==> src/rtl/surd_pkg.sv <==
`default_nettype none

package surd_pkg;

  typedef enum logic [1:0] {
    OP_MUL_SIMP = 2'd0,
    OP_MUL_RAW  = 2'd1,
    OP_ADD      = 2'd2,
    OP_SUB      = 2'd3
  } op_t;

  typedef enum logic [4:0] {
    DP_NOP,
    DP_LOAD,
    DP_NEG_B,
    DP_MUL_N,
    DP_MUL_D,
    DP_MUL_R,
    DP_JINIT,
    DP_JSQ,
    DP_DIV_R,
    DP_R_UPD,
    DP_MUL_NJ,
    DP_JINC,
    DP_GCD_N,
    DP_GCD_A,
    DP_DIV_XY,
    DP_GCD_STEP,
    DP_DIV_M,
    DP_N_UPD,
    DP_DIV_D,
    DP_D_UPD,
    DP_B_SAVE,
    DP_DIV_AD,
    DP_Q1,
    DP_DIV_BD,
    DP_Q2,
    DP_MUL_L,
    DP_MUL_T1,
    DP_MUL_T2,
    DP_SUM,
    DP_OUT
  } dp_cmd_t;

  typedef struct packed {
    op_t  op;
    logic r_ge4;
    logic jj_gt_r;
    logic rem_zero;
    logic y_zero;
    logic div_done;
  } dp_status_t;

endpackage

`default_nettype wire

==> src/rtl/surd_div.sv <==
`default_nettype none

module surd_div #(
  parameter int W = 47
) (
  input  logic         clk,
  input  logic         rst_n,
  input  logic         start,
  input  logic [W-1:0] dividend,
  input  logic [W-1:0] divisor,
  output logic [W-1:0] quotient,
  output logic [W-1:0] remainder,
  output logic         done
);

  localparam int CW = $clog2(W + 1);

  logic [W-1:0]  rem_r;
  logic [W-1:0]  quo_r;
  logic [W-1:0]  dvs_r;
  logic [CW-1:0] cnt_r;
  logic          busy_r;
  logic          done_r;
  logic [W:0]    shifted;
  logic [W:0]    diff;
  logic          fit;

  assign shifted   = {rem_r, quo_r[W-1]};
  assign diff      = shifted - {1'b0, dvs_r};
  assign fit       = shifted >= {1'b0, dvs_r};
  assign quotient  = quo_r;
  assign remainder = rem_r;
  assign done      = done_r;

  always_ff @(posedge clk) begin
    if (!rst_n) begin
      busy_r <= 1'b0;
      done_r <= 1'b0;
      cnt_r  <= '0;
    end else begin
      done_r <= 1'b0;
      if (start) begin
        busy_r <= 1'b1;
        cnt_r  <= CW'(W);
      end else if (busy_r) begin
        cnt_r <= cnt_r - 1'b1;
        if (cnt_r == CW'(1)) begin
          busy_r <= 1'b0;
          done_r <= 1'b1;
        end
      end
    end
  end

  // restoring divide, one quotient bit a cycle
  always_ff @(posedge clk) begin
    if (start) begin
      rem_r <= '0;
      quo_r <= dividend;
      dvs_r <= divisor;
    end else if (busy_r) begin
      rem_r <= fit ? diff[W-1:0] : shifted[W-1:0];
      quo_r <= {quo_r[W-2:0], fit};
    end
  end

  a_no_restart: assert property (@(posedge clk) disable iff (!rst_n)
    start |-> !busy_r)
    else $error("divider started while busy");

  a_done_after_busy: assert property (@(posedge clk) disable iff (!rst_n)
    done_r |-> $past(busy_r) && !busy_r)
    else $error("divider done without a run");

endmodule

`default_nettype wire

==> src/rtl/surd_dp.sv <==
`default_nettype none

module surd_dp import surd_pkg::*; #(
  parameter int OPERAND_BITS = 16
) (
  input  logic                                clk,
  input  logic                                rst_n,
  input  dp_cmd_t                             cmd,
  output dp_status_t                          status,
  input  logic [1:0]                          in_operation,
  input  logic signed [OPERAND_BITS-1:0]      in_a_num,
  input  logic [OPERAND_BITS-2:0]             in_a_den,
  input  logic [OPERAND_BITS-2:0]             in_a_root,
  input  logic signed [OPERAND_BITS-1:0]      in_b_num,
  input  logic [OPERAND_BITS-2:0]             in_b_den,
  input  logic [OPERAND_BITS-2:0]             in_b_root,
  output logic signed [3*OPERAND_BITS-2:0]    out_res_num,
  output logic [2*OPERAND_BITS-3:0]           out_res_den,
  output logic [2*OPERAND_BITS-3:0]           out_res_root
);

  localparam int P  = OPERAND_BITS;
  localparam int DW = P - 1;
  localparam int WW = 2 * DW;
  localparam int NW = 3 * P - 1;
  localparam int MW = P + 1;
  localparam int PW = NW + MW;

  op_t           op_r;
  logic [P-1:0]  an_r;
  logic [DW-1:0] ad_r;
  logic [DW-1:0] ar_r;
  logic [NW-1:0] bn_r;
  logic [DW-1:0] bd_r;
  logic [DW-1:0] br_r;
  logic [NW-1:0] n_r;
  logic [NW-1:0] t_r;
  logic [WW-1:0] d_r;
  logic [WW-1:0] r_r;
  logic [P-1:0]  j_r;
  logic [WW:0]   jj_r;
  logic [NW-1:0] x_r;
  logic [NW-1:0] y_r;
  logic [DW-1:0] q1_r;
  logic [DW-1:0] q2_r;
  logic [NW-1:0] res_num_r;
  logic [WW-1:0] res_den_r;
  logic [WW-1:0] res_root_r;

  logic [NW-1:0]        mul_a;
  logic [MW-1:0]        mul_b;
  logic signed [PW-1:0] prod;
  logic [NW-1:0]        prod_lo;
  logic [NW-1:0]        n_mag;
  logic [NW-1:0]        an_ext;
  logic                 div_start;
  logic [NW-1:0]        div_a;
  logic [NW-1:0]        div_b;
  logic [NW-1:0]        quo;
  logic [NW-1:0]        rem;
  logic                 div_done;

  assign an_ext  = {{(NW-P){an_r[P-1]}}, an_r};
  assign n_mag   = n_r[NW-1] ? (NW'(0) - n_r) : n_r;
  assign prod    = $signed(mul_a) * $signed(mul_b);
  assign prod_lo = prod[NW-1:0];

  always_comb begin
    mul_a     = '0;
    mul_b     = '0;
    div_start = 1'b0;
    div_a     = '0;
    div_b     = '0;
    case (cmd)
      DP_MUL_N: begin
        mul_a = an_ext;
        mul_b = {bn_r[P-1], bn_r[P-1:0]};
      end
      DP_MUL_D: begin
        mul_a = {{(NW-DW){1'b0}}, ad_r};
        mul_b = {2'b00, bd_r};
      end
      DP_MUL_R: begin
        mul_a = {{(NW-DW){1'b0}}, ar_r};
        mul_b = {2'b00, br_r};
      end
      DP_JSQ: begin
        mul_a = {{(NW-P){1'b0}}, j_r};
        mul_b = {1'b0, j_r};
      end
      DP_MUL_NJ: begin
        mul_a = n_r;
        mul_b = {1'b0, j_r};
      end
      DP_MUL_L: begin
        mul_a = {{(NW-DW){1'b0}}, q1_r};
        mul_b = {2'b00, bd_r};
      end
      DP_MUL_T1: begin
        mul_a = an_ext;
        mul_b = {2'b00, q2_r};
      end
      DP_MUL_T2: begin
        mul_a = bn_r;
        mul_b = {2'b00, q1_r};
      end
      DP_DIV_R: begin
        div_start = 1'b1;
        div_a     = {{(NW-WW){1'b0}}, r_r};
        div_b     = {{(NW-WW-1){1'b0}}, jj_r};
      end
      DP_DIV_XY: begin
        div_start = 1'b1;
        div_a     = x_r;
        div_b     = y_r;
      end
      DP_DIV_M: begin
        div_start = 1'b1;
        div_a     = n_mag;
        div_b     = x_r;
      end
      DP_DIV_D: begin
        div_start = 1'b1;
        div_a     = {{(NW-WW){1'b0}}, d_r};
        div_b     = x_r;
      end
      DP_DIV_AD: begin
        div_start = 1'b1;
        div_a     = {{(NW-DW){1'b0}}, ad_r};
        div_b     = x_r;
      end
      DP_DIV_BD: begin
        div_start = 1'b1;
        div_a     = {{(NW-DW){1'b0}}, bd_r};
        div_b     = x_r;
      end
      default: begin
      end
    endcase
  end

  surd_div #(.W(NW)) u_div (
    .clk       (clk),
    .rst_n     (rst_n),
    .start     (div_start),
    .dividend  (div_a),
    .divisor   (div_b),
    .quotient  (quo),
    .remainder (rem),
    .done      (div_done)
  );

  always_ff @(posedge clk) begin
    case (cmd)
      DP_LOAD: begin
        op_r <= op_t'(in_operation);
        an_r <= in_a_num;
        ad_r <= (in_a_den == '0) ? DW'(1) : in_a_den;
        ar_r <= in_a_root;
        bn_r <= {{(NW-P){in_b_num[P-1]}}, in_b_num};
        bd_r <= (in_b_den == '0) ? DW'(1) : in_b_den;
        br_r <= in_b_root;
      end
      DP_NEG_B: begin
        n_r <= NW'(0) - bn_r;
        d_r <= {{(WW-DW){1'b0}}, bd_r};
        r_r <= {{(WW-DW){1'b0}}, br_r};
      end
      DP_MUL_N:    n_r  <= prod_lo;
      DP_MUL_D:    d_r  <= prod_lo[WW-1:0];
      DP_MUL_R:    r_r  <= prod_lo[WW-1:0];
      DP_JINIT:    j_r  <= P'(2);
      DP_JSQ:      jj_r <= prod_lo[WW:0];
      DP_R_UPD:    r_r  <= quo[WW-1:0];
      DP_MUL_NJ:   n_r  <= prod_lo;
      DP_JINC:     j_r  <= j_r + 1'b1;
      DP_GCD_N: begin
        x_r <= n_mag;
        y_r <= {{(NW-WW){1'b0}}, d_r};
      end
      DP_GCD_A: begin
        x_r <= {{(NW-DW){1'b0}}, ad_r};
        y_r <= {{(NW-DW){1'b0}}, bd_r};
      end
      DP_GCD_STEP: begin
        x_r <= y_r;
        y_r <= rem;
      end
      DP_N_UPD:    n_r  <= n_r[NW-1] ? (NW'(0) - quo) : quo;
      DP_D_UPD:    d_r  <= quo[WW-1:0];
      DP_B_SAVE: begin
        bn_r <= n_r;
        bd_r <= d_r[DW-1:0];
      end
      DP_Q1:       q1_r <= quo[DW-1:0];
      DP_Q2:       q2_r <= quo[DW-1:0];
      DP_MUL_L:    d_r  <= prod_lo[WW-1:0];
      DP_MUL_T1:   n_r  <= prod_lo;
      DP_MUL_T2:   t_r  <= prod_lo;
      DP_SUM: begin
        n_r <= n_r + t_r;
        r_r <= WW'(1);
      end
      DP_OUT: begin
        res_num_r  <= n_r;
        res_den_r  <= d_r;
        res_root_r <= r_r;
      end
      default: begin
      end
    endcase
  end

  assign status.op       = op_r;
  assign status.r_ge4    = r_r >= WW'(4);
  assign status.jj_gt_r  = jj_r > {1'b0, r_r};
  assign status.rem_zero = rem == '0;
  assign status.y_zero   = y_r == '0;
  assign status.div_done = div_done;

  assign out_res_num  = res_num_r;
  assign out_res_den  = res_den_r;
  assign out_res_root = res_root_r;

endmodule

`default_nettype wire

==> src/rtl/surd_ctrl.sv <==
`default_nettype none

module surd_ctrl import surd_pkg::*; (
  input  logic       clk,
  input  logic       rst_n,
  input  logic       in_valid,
  output logic       in_stall,
  output logic       out_valid,
  input  logic       out_stall,
  input  dp_status_t status,
  output dp_cmd_t    cmd
);

  typedef enum logic [28:0] {
    S_IDLE  = 29'd1 << 0,
    S_DISP  = 29'd1 << 1,
    S_NEGB  = 29'd1 << 2,
    S_MULN  = 29'd1 << 3,
    S_MULD  = 29'd1 << 4,
    S_MULR  = 29'd1 << 5,
    S_RCHK  = 29'd1 << 6,
    S_JSQ   = 29'd1 << 7,
    S_JCMP  = 29'd1 << 8,
    S_RTEST = 29'd1 << 9,
    S_NJ    = 29'd1 << 10,
    S_GINIT = 29'd1 << 11,
    S_GCHK  = 29'd1 << 12,
    S_GSTEP = 29'd1 << 13,
    S_MDIV  = 29'd1 << 14,
    S_NUPD  = 29'd1 << 15,
    S_DDIV  = 29'd1 << 16,
    S_DUPD  = 29'd1 << 17,
    S_RET   = 29'd1 << 18,
    S_ADIV1 = 29'd1 << 19,
    S_AQ1   = 29'd1 << 20,
    S_ADIV2 = 29'd1 << 21,
    S_AQ2   = 29'd1 << 22,
    S_AML   = 29'd1 << 23,
    S_AT1   = 29'd1 << 24,
    S_AT2   = 29'd1 << 25,
    S_ASUM  = 29'd1 << 26,
    S_WAIT  = 29'd1 << 27,
    S_DONE  = 29'd1 << 28
  } state_t;

  typedef enum logic [1:0] {
    CTX_B,
    CTX_RES,
    CTX_ADD
  } ctx_t;

  state_t state_r, state_nxt;
  state_t ret_r, ret_nxt;
  ctx_t   ctx_r, ctx_nxt;
  logic   out_valid_r, out_valid_nxt;

  assign in_stall  = state_r != S_IDLE;
  assign out_valid = out_valid_r;

  always_comb begin
    state_nxt     = state_r;
    ret_nxt       = ret_r;
    ctx_nxt       = ctx_r;
    out_valid_nxt = out_valid_r && out_stall;
    cmd           = DP_NOP;
    case (state_r)
      S_IDLE: begin
        if (in_valid) begin
          cmd       = DP_LOAD;
          state_nxt = S_DISP;
        end
      end
      S_DISP: begin
        case (status.op)
          OP_ADD: begin
            ctx_nxt   = CTX_ADD;
            state_nxt = S_GINIT;
          end
          OP_SUB:  state_nxt = S_NEGB;
          default: state_nxt = S_MULN;
        endcase
      end
      S_NEGB: begin
        cmd       = DP_NEG_B;
        ctx_nxt   = CTX_B;
        state_nxt = S_RCHK;
      end
      S_MULN: begin
        cmd       = DP_MUL_N;
        state_nxt = S_MULD;
      end
      S_MULD: begin
        cmd       = DP_MUL_D;
        state_nxt = S_MULR;
      end
      S_MULR: begin
        cmd     = DP_MUL_R;
        ctx_nxt = CTX_RES;
        if (status.op == OP_MUL_RAW) begin
          state_nxt = S_DONE;
        end else begin
          state_nxt = S_RCHK;
        end
      end
      S_RCHK: begin
        cmd       = DP_JINIT;
        state_nxt = status.r_ge4 ? S_JSQ : S_GINIT;
      end
      S_JSQ: begin
        cmd       = DP_JSQ;
        state_nxt = S_JCMP;
      end
      S_JCMP: begin
        if (status.jj_gt_r) begin
          state_nxt = S_GINIT;
        end else begin
          cmd       = DP_DIV_R;
          ret_nxt   = S_RTEST;
          state_nxt = S_WAIT;
        end
      end
      S_RTEST: begin
        if (status.rem_zero) begin
          cmd       = DP_R_UPD;
          state_nxt = S_NJ;
        end else begin
          cmd       = DP_JINC;
          state_nxt = S_JSQ;
        end
      end
      S_NJ: begin
        cmd       = DP_MUL_NJ;
        state_nxt = S_JCMP;
      end
      S_GINIT: begin
        cmd       = (ctx_r == CTX_ADD) ? DP_GCD_A : DP_GCD_N;
        state_nxt = S_GCHK;
      end
      S_GCHK: begin
        if (status.y_zero) begin
          state_nxt = (ctx_r == CTX_ADD) ? S_ADIV1 : S_MDIV;
        end else begin
          cmd       = DP_DIV_XY;
          ret_nxt   = S_GSTEP;
          state_nxt = S_WAIT;
        end
      end
      S_GSTEP: begin
        cmd       = DP_GCD_STEP;
        state_nxt = S_GCHK;
      end
      S_MDIV: begin
        cmd       = DP_DIV_M;
        ret_nxt   = S_NUPD;
        state_nxt = S_WAIT;
      end
      S_NUPD: begin
        cmd       = DP_N_UPD;
        state_nxt = S_DDIV;
      end
      S_DDIV: begin
        cmd       = DP_DIV_D;
        ret_nxt   = S_DUPD;
        state_nxt = S_WAIT;
      end
      S_DUPD: begin
        cmd       = DP_D_UPD;
        state_nxt = S_RET;
      end
      S_RET: begin
        if (ctx_r == CTX_B) begin
          cmd       = DP_B_SAVE;
          ctx_nxt   = CTX_ADD;
          state_nxt = S_GINIT;
        end else begin
          state_nxt = S_DONE;
        end
      end
      S_ADIV1: begin
        cmd       = DP_DIV_AD;
        ret_nxt   = S_AQ1;
        state_nxt = S_WAIT;
      end
      S_AQ1: begin
        cmd       = DP_Q1;
        state_nxt = S_ADIV2;
      end
      S_ADIV2: begin
        cmd       = DP_DIV_BD;
        ret_nxt   = S_AQ2;
        state_nxt = S_WAIT;
      end
      S_AQ2: begin
        cmd       = DP_Q2;
        state_nxt = S_AML;
      end
      S_AML: begin
        cmd       = DP_MUL_L;
        state_nxt = S_AT1;
      end
      S_AT1: begin
        cmd       = DP_MUL_T1;
        state_nxt = S_AT2;
      end
      S_AT2: begin
        cmd       = DP_MUL_T2;
        state_nxt = S_ASUM;
      end
      S_ASUM: begin
        cmd       = DP_SUM;
        ctx_nxt   = CTX_RES;
        state_nxt = S_RCHK;
      end
      S_WAIT: begin
        if (status.div_done) begin
          state_nxt = ret_r;
        end
      end
      S_DONE: begin
        if (!out_valid_r || !out_stall) begin
          cmd           = DP_OUT;
          out_valid_nxt = 1'b1;
          state_nxt     = S_IDLE;
        end
      end
      default: state_nxt = S_IDLE;
    endcase
  end

  always_ff @(posedge clk) begin
    if (!rst_n) begin
      state_r     <= S_IDLE;
      ret_r       <= S_IDLE;
      ctx_r       <= CTX_RES;
      out_valid_r <= 1'b0;
    end else begin
      state_r     <= state_nxt;
      ret_r       <= ret_nxt;
      ctx_r       <= ctx_nxt;
      out_valid_r <= out_valid_nxt;
    end
  end

  a_accept_to_disp: assert property (@(posedge clk) disable iff (!rst_n)
    in_valid && !in_stall |=> state_r == S_DISP)
    else $error("accepted beat not dispatched");

  a_result_from_done: assert property (@(posedge clk) disable iff (!rst_n)
    $rose(out_valid_r) |-> $past(state_r) == S_DONE)
    else $error("result raised outside done");

endmodule

`default_nettype wire

==> src/rtl/surd_rational_arith_unit.sv <==
`default_nettype none
// one item at a time; input stalled from acceptance until the result is registered
// raw multiply: S_DISP, S_MULN, S_MULD, S_MULR, then S_DONE raises out_valid
// other ops: add passes of the shared restoring divider,
//   one pass per gcd step, per square-factor trial j (j up to sqrt of the root) and per quotient
// next beat taken while a finished result still waits on out_stall
// synchronous active-low reset: idle, result channel empty

module surd_rational_arith_unit import surd_pkg::*; #(
  parameter int OPERAND_BITS = 16
) (
  input  logic                             clk,
  input  logic                             rst_n,
  input  logic                             in_valid,
  output logic                             in_stall,
  input  logic [1:0]                       in_operation,
  input  logic signed [OPERAND_BITS-1:0]   in_a_num,
  input  logic [OPERAND_BITS-2:0]          in_a_den,
  input  logic [OPERAND_BITS-2:0]          in_a_root,
  input  logic signed [OPERAND_BITS-1:0]   in_b_num,
  input  logic [OPERAND_BITS-2:0]          in_b_den,
  input  logic [OPERAND_BITS-2:0]          in_b_root,
  output logic                             out_valid,
  input  logic                             out_stall,
  output logic signed [3*OPERAND_BITS-2:0] out_res_num,
  output logic [2*OPERAND_BITS-3:0]        out_res_den,
  output logic [2*OPERAND_BITS-3:0]        out_res_root
);

  dp_cmd_t    cmd;
  dp_status_t status;

  surd_ctrl u_ctrl (
    .clk       (clk),
    .rst_n     (rst_n),
    .in_valid  (in_valid),
    .in_stall  (in_stall),
    .out_valid (out_valid),
    .out_stall (out_stall),
    .status    (status),
    .cmd       (cmd)
  );

  surd_dp #(.OPERAND_BITS(OPERAND_BITS)) u_dp (
    .clk          (clk),
    .rst_n        (rst_n),
    .cmd          (cmd),
    .status       (status),
    .in_operation (in_operation),
    .in_a_num     (in_a_num),
    .in_a_den     (in_a_den),
    .in_a_root    (in_a_root),
    .in_b_num     (in_b_num),
    .in_b_den     (in_b_den),
    .in_b_root    (in_b_root),
    .out_res_num  (out_res_num),
    .out_res_den  (out_res_den),
    .out_res_root (out_res_root)
  );

endmodule

`default_nettype wire

==> config.mk <==
export PLATFORM = sky130hd
export DESIGN_NAME = surd_rational_arith_unit
export DESIGN_NICKNAME = d
export VERILOG_FILES = /design/src/rtl/surd_pkg.sv /design/src/rtl/surd_div.sv /design/src/rtl/surd_dp.sv /design/src/rtl/surd_ctrl.sv /design/src/rtl/surd_rational_arith_unit.sv
export SDC_FILE = /design/constraint.sdc
export NUM_CORES = 2
export LEC_CHECK = 0
export ABC_AREA = 0
export BUFFER_PORTS_ARGS = -buffer_cell sky130_fd_sc_hd__buf_2
export CAP_MARGIN = 15
export CORE_MARGIN = 2
export CORE_UTILIZATION = 35
export DETAILED_ROUTE_END_ITERATION = 10
export PLACE_DENSITY = 0.54
export RECOVER_POWER = 50
export SYNTH_ARGS = -nofsm -noshare
export SYNTH_HDL_FRONTEND = slang
export SYNTH_SLANG_ARGS = --single-unit
==> constraint.sdc <==
create_clock -name clk -period 14.5 [get_ports clk]
set_input_delay 0.725 -clock clk [delete_from_list [all_inputs] [get_ports clk]]
set_output_delay 0.725 -clock clk [all_outputs]
set_load 0.005 [all_outputs]
==> metrics.cfg <==
[run_status]
status=finished with violations
failed_checks=capacitance limit, slew limit

[finish]
seq_area_um2=21430
nNetsFinal=7014
n_fill_cell=16770
area_growth_pct=11.01
layout-drive-gt1-share_pct=8.090
multi_input_area_um2=34490

[place]
place.gp.congestion=0.9816
dp_hpwl_um=176400
port_buffers=206

[worst_setup_path]
start_kind=flop
crit_top_cell=fa_1
worstPathRequired_ps=14940
timing.rr.start=u_ctrl.state_r[17]
critPathMaxFanout=17
critPathSlowestCell=nor2_1
arrival_ps=12430
end_kind=flop
critPathLaunch=u_ctrl.state_r[17]
crit_type=reg2reg
max_stage_delay_ps=1360

[timing]
finalSetupViolations=0
worstMarginPinSlew_ps=4634
max_slew_margin_pct=-208.9
tns_ps=0
fin_skew_ps=61.08
rsz0062_at_grt=false
whs_ps=184.8
post-route-period-util_pct=82.71
hold_viol_final=0
fmax_ghz=0.08338
drv_slew=636
fin_crit_ps=11990

[power_and_ir_drop]
vdd_drop_max_mv=0.08796
leakagePower_nw=26.97
p_per_area_nw_per_um2=80.29

[synth]
synth.ff_latch_count=745
syn_nets=6916
netlist_area_um2=59920
seq_area_frac_synth_pct=35.76
synth_flop_cell=edfxtp_1
synthArstFlopShare_pct=0
synth_top_area_cell=edfxtp_1
synth_cell_types=104
synth_edf_count=651
synth_top_area_share_pct=32.62
synth_area_leaders=edfxtp_1, fa_1, ha_1
synth_warnings=0
syn_inst=6018
synth.avg_cell_area_um2=9.957

[die]
io_pins=207
die-area_um2=174500
start_util_pct=35.32
coreArea_um2=169700
dieHeight_um=417.8
num_rows=151
die_x_um=417.8

[clock_tree]
clock-sinks=745
clock_path_buffers=3
htree_levels=3
cts_resized=0
cts_made_buffers=92
cts_setup_buffers=0
insertion_delay_ps=740
tritoncts=yes
clk_pin_slew_ps=60
cts-root-buf=clkbuf_16
cts_hold_buffers=0

[detailed_routing]
drt_iter0_drc=5260
vias_per_cell=5.716
drc=0
drt-pass1-iter-count=9
ant_nets=0
drt_wl_total_um=229300
vias=48090
routedWlPerCell_um=27.26

[grt]
grtUsageTotal_pct=25.96
grt_max_degree=80
gr-total-overflow=0
grt_pass1_wl_um=333000
antenna_found_initial=9
first_global_vias=48140

[worst_hold_path]
hp-start=in_operation[1]
hp-class=in2reg

[job]
cap_violations=14

==> registers in the layout (all words and copies together), names as in the netlist, 16 cells and up <==
signal                flops
u_dp.bn_r                47
u_dp.n_r                 47
u_dp.out_res_num         47
u_dp.t_r                 47
u_dp.u_div.dvs_r         47
u_dp.u_div.quotient      47
u_dp.u_div.remainder     47
u_dp.x_r                 47
u_dp.y_r                 47
u_dp.jj_r                31
u_dp.d_r                 30
u_dp.out_res_den         30
u_dp.out_res_root        30
u_dp.r_r                 30
u_ctrl.state_r           29
u_dp.an_r                16
u_dp.j_r                 16
==> final timing paths <==
check / to / slack, ps / depth (start not counted)
worst max-delay path: u_dp.n_r[42] / 2510 / 29
worst min-delay path: u_dp.op_r[1] / 180 / 1
worst max register to register: u_dp.n_r[42] / 2510 / 29
worst min register to register: u_ctrl.ret_r[0] / 460 / 2
==> layout make-up <==
type,instances,area share [%]
Timing Repair Buffer,329,2.688
Sequential cell,745,32.22
Antenna cell,2,0.007524
Clock inverter,54,0.9104
Multi-Input combinational cell,4184,51.86
Inverter,764,4.311
Clock buffer,117,3.834
Tap cell,2218,4.172
==> worst max-delay path: cells and delay by family, from the launching register on <==
family          cells  cell delay, ps
compound gates     10            3100
xor+xnor            1             110
fa+ha+maj           7            3370
buf+inv             3             140
flops               1             380
simple gates        8            4570
==> cells in the final DEF, fill, tap and decap left out, types with 31 or more instances in the layout <==
cell type  synthesis  layout
inv_1            762     761
edfxtp_1         651     651
nor2_1           621     617
nand2_1          575     573
fa_1             546     546
ha_1             254     254
o21ai_0          238     238
a21oi_1          213     212
xnor2_1          160     160
a22oi_1          136     136
a21o_1           132     131
xor2_1           130     130
buf_2             21     126
clkbuf_1         271     114
buf_4              2     101
clkbuf_16          0      95
dfxtp_1           94      93
nor3_1            91      88
nor4_1            73      74
a222oi_1          61      61
nand3_1           60      60
a221o_1           58      58
nand2b_1          57      57
a22o_1            56      56
a221oi_1          57      54
and2_1            64      50
and3_1            44      41
nand4_1           39      39
mux2_2            35      35
or2_2             35      34
o31ai_1           34      34
a211oi_1          31      31
==> cells by family after synthesis <==
group | after synthesis | synth area share (%)
adder cells (fa/ha/maj) | 800 | 23.55
flip-flops | 745 | 35.76
buffers and inverters | 1089 | 6.916
XOR/XNOR | 295 | 4.408
AO/OA/AOI/OAI | 1226 | 14.41
multiplexers | 56 | 1.009
AND/OR/NAND/NOR | 1807 | 13.95
==> metal layers <==
metal / routed length, µm / GRT usage (%) / vias to the layer above
met5: 45 / 0 / -
met3: 20570 / 4.616 / 419
met4: 11690 / 11.49 / 6
li1: - / - / 21080
met2: 102200 / 40.28 / 2341
met1: 94880 / 35.47 / 24250
==> through the flow <==
step | instances | power (mW) | worst slack, ps | cell area [µm²] | utilization, %
after floorplan | 6018 | 2.779 | 1193 | 59920 | -
after detailed placement | 8238 | 2.952 | 3406 | 63610 | 37.49
after CTS | 8409 | 5.373 | 3318 | 66760 | 39.35
after global placement | 8238 | 2.950 | 3472 | 63610 | 37.49
final | 8413 | 5.340 | 2507 | 66520 | 39.21
after global routing | 8411 | 5.499 | 2092 | 66510 | 39.20
==> cell usage after synthesis, types with 56 or more instances <==
library cell  instances
a22o_1               56
xor2_1              130
a221oi_1             57
nor4_1               73
nand3_1              60
inv_1               762
nand2b_1             57
nand2_1             575
a22oi_1             136
fa_1                546
a21o_1              132
ha_1                254
clkbuf_1            271
a222oi_1             61
xnor2_1             160
nor2_1              621
a21oi_1             213
dfxtp_1              94
o21ai_0             238
a221o_1              58
edfxtp_1            651
and2_1               64
nor3_1               91
==> power breakdown <==
| group | switching, mW | internal (mW) | total (mW) | leakage [nW] |
|---|---|---|---|---|
| combinational | 0.256 | 0.176 | 0.432 | 18.8 |
| sequential | 0.110 | 2.38 | 2.49 | 6.63 |
| clock | 1.01 | 1.41 | 2.42 | 1.51 |
No activity file was read; power rests on OpenSTA's default activity.
